### config.mk
export PLATFORM = sky130hd
export DESIGN_NAME = apt_ram
export DESIGN_NICKNAME = d
export VERILOG_FILES = /design/src/hw/rtl/access_point_table_aging_unit_assert.svh /design/src/hw/rtl/apt_ram.sv
export SDC_FILE = /design/constraint.sdc
export NUM_CORES = 1
export LEC_CHECK = 0
export ABC_AREA = 1
export BUFFER_PORTS_ARGS = -buffer_cell sky130_fd_sc_hd__clkbuf_2
export CAP_MARGIN = 20
export CORE_UTILIZATION = 60
export DETAILED_ROUTE_END_ITERATION = 7
export PLACE_DENSITY_LB_ADDON = 0.08
export SYNTH_ARGS = -nofsm -noshare
export SYNTH_HDL_FRONTEND = slang
export SYNTH_SLANG_ARGS = --single-unit
### constraint.sdc
create_clock -name clk -period 3 [get_ports clk]
set_input_delay 0.3 -clock clk [delete_from_list [all_inputs] [get_ports clk]]
set_output_delay 0.3 -clock clk [all_outputs]
set_load 0.05 [all_outputs]
### src/hw/rtl/access_point_table_aging_unit_assert.svh
// Assertion macros for the access point table aging unit.
`ifndef ACCESS_POINT_TABLE_AGING_UNIT_ASSERT_SVH
`define ACCESS_POINT_TABLE_AGING_UNIT_ASSERT_SVH

// Implication checked on every clock edge outside reset.
`define APT_ASSERT_IMP(label, ante, cons) \
    label: assert property (@(posedge clk) disable iff (!rst_n) (ante) |-> (cons)) \
        else $error("assertion failed");

// Next-cycle implication checked outside reset.
`define APT_ASSERT_NEXT(label, ante, cons) \
    label: assert property (@(posedge clk) disable iff (!rst_n) (ante) |=> (cons)) \
        else $error("assertion failed");

`endif

### src/hw/rtl/apt_ram.sv
// Generic single-port-write, single-port-read RAM with registered read.
module apt_ram #(
    parameter int WIDTH = 8,
    parameter int DEPTH = 16
) (
    input  logic                     clk,
    input  logic                     we,
    input  logic [$clog2(DEPTH)-1:0] waddr,
    input  logic [WIDTH-1:0]         wdata,
    input  logic [$clog2(DEPTH)-1:0] raddr,
    output logic [WIDTH-1:0]         rdata
);
    logic [WIDTH-1:0] mem [DEPTH];

    // write port and registered read port
    always_ff @(posedge clk)
    begin
        if (we)
        begin
            mem[waddr] <= wdata;
        end
        rdata <= mem[raddr];
    end
endmodule
Word level (Yosys, flattened, before mapping)
Memories as Yosys holds them, arrays and structs flattened. A register that Yosys moved wholly into a read port is not among the register bits.
Index checks and enable logic that the tools add are counted.
Word-level totals
  word-level logic and storage cells: 3
  memories kept: 1
  output and inout port bits: 8
  memory bits (writable): 128
  register bits: 0
Memory list
  mem: depth 16, bits a word 8, read ports 1, clocked after memory_dff 1, write ports 1, line apt_ram.sv:13  | logic [WIDTH-1:0] mem [DEPTH];
Cells by class
  mux-type cells: 2
Operator list (number)
  two-way mux 1 bit: 2

Longest topological paths before layout
  depth in word-level cells: 2
  mapped depth: 8
  depth with buffers taken out: 7

Worst setup path after synthesis
No wires, ideal clock.
  path kind: input-to-reg
  from: input port waddr[2]
  to: memory mem[10][0] (enable)
  slack: 1.749 ns
  cell stages on the path: 2
  arrival time: 0.881 ns
  buffers on the path: 0
  data required time: 2.630 ns
  cell sequence: nand3b_1 nor2_1
RTL lines
  start, declared: line apt_ram.sv:8  | input logic [$clog2(DEPTH)-1:0] waddr,
  end, declared: line apt_ram.sv:13
Straight into the memory's write port.

Worst setup path in the final report
  from: register rdata[7], read port of mem
  to: output port rdata[7]
RTL lines
  start, declared: line apt_ram.sv:11  | output logic [WIDTH-1:0] rdata
No word-level cell between the ends.

==> qor.yml <==
logic_synthesis:
  synth_fp_nets: 569
  synth-simple-area-share_pct: 21.05
  synth-main-ff-cell: "edfxtp_1"
  synth-compound-area-share_pct: 0
  seq_area_frac_synth_pct: 69.43
  synthAdderAreaFrac_pct: 0
  synth_edf_count: 128
  synthDistinctLibCells: 12
  syn-mean-instance-area_sq_um: 10.47
  synth_top_family_by_area: "simple AND/OR/NAND/NOR gates"
  synth-seq-cells: 136
  synth.largest_area_cell: "edfxtp_1"
  async_flop_share_pct: 0
  synth_warnings: 0
  synth_mux_area_share_pct: 0
  synth_area_leaders: "edfxtp_1 67%, nand2_1 11%, nand3_1 8.4%"
  netlist_top_cells_count: "173 x nand2_1, 128 x edfxtp_1, 100 x inv_1, 97 x nand3_1, 17 x nor2_1"
  yosysMostFrequentCell: "nand2_1"
  syn_inst: 551
  synth.cell_area_sq_mm: 0.005767
  synth_xor_area_share_pct: 0
  yosys.area.top_type_share_pct: 66.65
die:
  core-area_sq_mm: 0.009284
  rows: 35
  io-pin-count: 26
  dieArea_sq_mm: 0.01001
  die_h_microns: 100.0
  die_w_microns: 100.0
  initial_utilization_pct: 62.12
critical_path:
  slowest_delay_ns: 0.37
  crit_type: "reg2out"
  worst-path-buf-inv: 1
  worst_ep_required_time_ns: 2.70
  end_kind: "output port"
  path_max_fanout: 1
  crit_slowest_cell: "dfxtp_1"
  crit_family: "flip-flops"
  critical_path_arrival_ns: 1.18
  critPathLaunchType: "register"
  path_cells: "clkbuf_2"
global_routing:
  grt_overflow: 0
  grt_pass1_wl_microns: 19280
  antenna_found_initial: 0
  grt_max_degree: 65
  grt.total_usage_pct: 27.16
  grt_pass1_vias: 3572
sta:
  tns_ns: 0
  hold_ws_ns: 0.2200
  relSlewSlack_pct: 43.76
  rsz0062_at_grt: "false"
  slew_viol_final: 0
  period_needed_ns: 1.476
  tightestPinTransition_ns: 0.8405
  fin_skew_ns: 0.005534
  setup_viol_count_final: 0
  fmax_mhz: 677.6
  hold_viol: 0
  min_period_over_period_pct: 49.19
placed_design:
  gp_congestion: 0.9399
  dp.cells: 684
  port_buffers: 25
  dp_hpwl_microns: 7365
run_status:
  outcome: "finished with violations"
  violations: "DRC"
routing:
  routed_via_density: 5.316
  post_drt_wl_per_cell_microns: 17.26
  via_count: 3806
  drc: 1
  postRouteAntennaNets: 0
  dr.pass1.iters: 8
  drtIter0Drc: 424
  drt-total-wl_microns: 12360
clock_network:
  cts.path.max_buffers: 2
  cts_buffers: 17
  ctsHoldBuffers: 0
  numClockSinks: 136
  tritoncts: "yes"
  path_clk_slew_ns: 0.06
  post_cts_buffers: 0
  clk_latency_ns: 0.52
  cts.repair.resized: 0
  cts_root_buffer: "clkbuf_8"
  htree_num_levels: 4
final_layout:
  drive_above_1_share_pct: 10.39
  num-nets-final: 592
  utilization_pct: 69.61
  syn_to_final_growth_pct: 12.06
  diodes: 0
  layout.cells.non_filler: 716
  fillerInstances: 697
job:
  cap_viol_max_count: 0
power:
  p_leak_nw: 2.793
  vdd_drop_max_uv: 519.7
  powerDensity_mw_per_mm2: 667.9
hold_path:
  holdCritPathClass: "in2reg"
[sequential cells by signal (all words and copies together) (netlist names)]
| register | flops |
|---|---|
| rdata | 8 |
| mem | 128 |
[power by group]
group	internal [W]	total [W]	switching, W
clock	0.00110	0.00189	0.000787
combinational	0.0000689	0.000288	0.000220
sequential	0.00212	0.00214	0.0000159
[area by class of cell]
| type | count | area, sq um | share of cell area [%] |
|---|---|---|---|
| flip-flops and latches | 136 | 4004 | 61.96 |
| clock inverters | 14 | 122.6 | 1.897 |
| well taps | 129 | 161.4 | 2.498 |
| clock buffers | 18 | 417.9 | 6.467 |
| repair buffers | 28 | 160.2 | 2.478 |
| multi-input cells | 289 | 1214 | 18.78 |
| inverters | 102 | 382.9 | 5.924 |
[final timing paths]
check / endpoint / depth (start not counted) / slack (ns) / start
setup / recovery: rdata[7] / 1 / 1.52 / rdata[7]$_DFF_P_
hold reg to reg: rdata[3]$_DFF_P_ / 6 / 0.70 / mem[11][3]$_DFFE_PP_
setup reg to reg: rdata[3]$_DFF_P_ / 6 / 1.94 / mem[13][3]$_DFFE_PP_
hold / removal: rdata[7]$_DFF_P_ / 3 / 0.22 / raddr[3]
[per-stage QoR]
stage / worst slack (ns) / instance area (sq um) / power (W)
after floorplan: 1.749 / 5767 / 0.002367
after global placement: 1.280 / 5922 / 0.002461
after detailed placement: 1.235 / 5922 / 0.002464
after CTS: 1.497 / 6462 / 0.004328
after global routing: 1.495 / 6462 / 0.004443
final: 1.524 / 6462 / 0.004316
[placed cells by master (no fill, tap or decap)]
| cell | n |
|---|---|
| nand2_1 | 173 |
| clkinv_2 | 4 |
| nor2_1 | 17 |
| dfxtp_1 | 8 |
| inv_2 | 2 |
| inv_6 | 4 |
| clkbuf_2 | 25 |
| clkbuf_16 | 16 |
| buf_12 | 1 |
| edfxtp_1 | 128 |
| clkinvlp_4 | 5 |
| nand3_1 | 97 |
| clkbuf_1 | 1 |
| bufinv_16 | 1 |
| buf_4 | 2 |
| nand3b_1 | 2 |
| inv_1 | 100 |
| clkbuf_8 | 1 |
[logic make-up (layout without fill, tap and decap cells)]
| family | after synthesis | after routing |
|---|---|---|
| flops | 136 | 136 |
| simple gates | 289 | 289 |
| buf+inv | 126 | 162 |
[per-layer routing]
metal	global-route usage (%)	wire, microns
met1	38.45	5250
met2	41.91	5806
met3	6.058	1036
met4	9.922	263
met5	0	0
No activity file was read; power rests on OpenSTA's default activity.
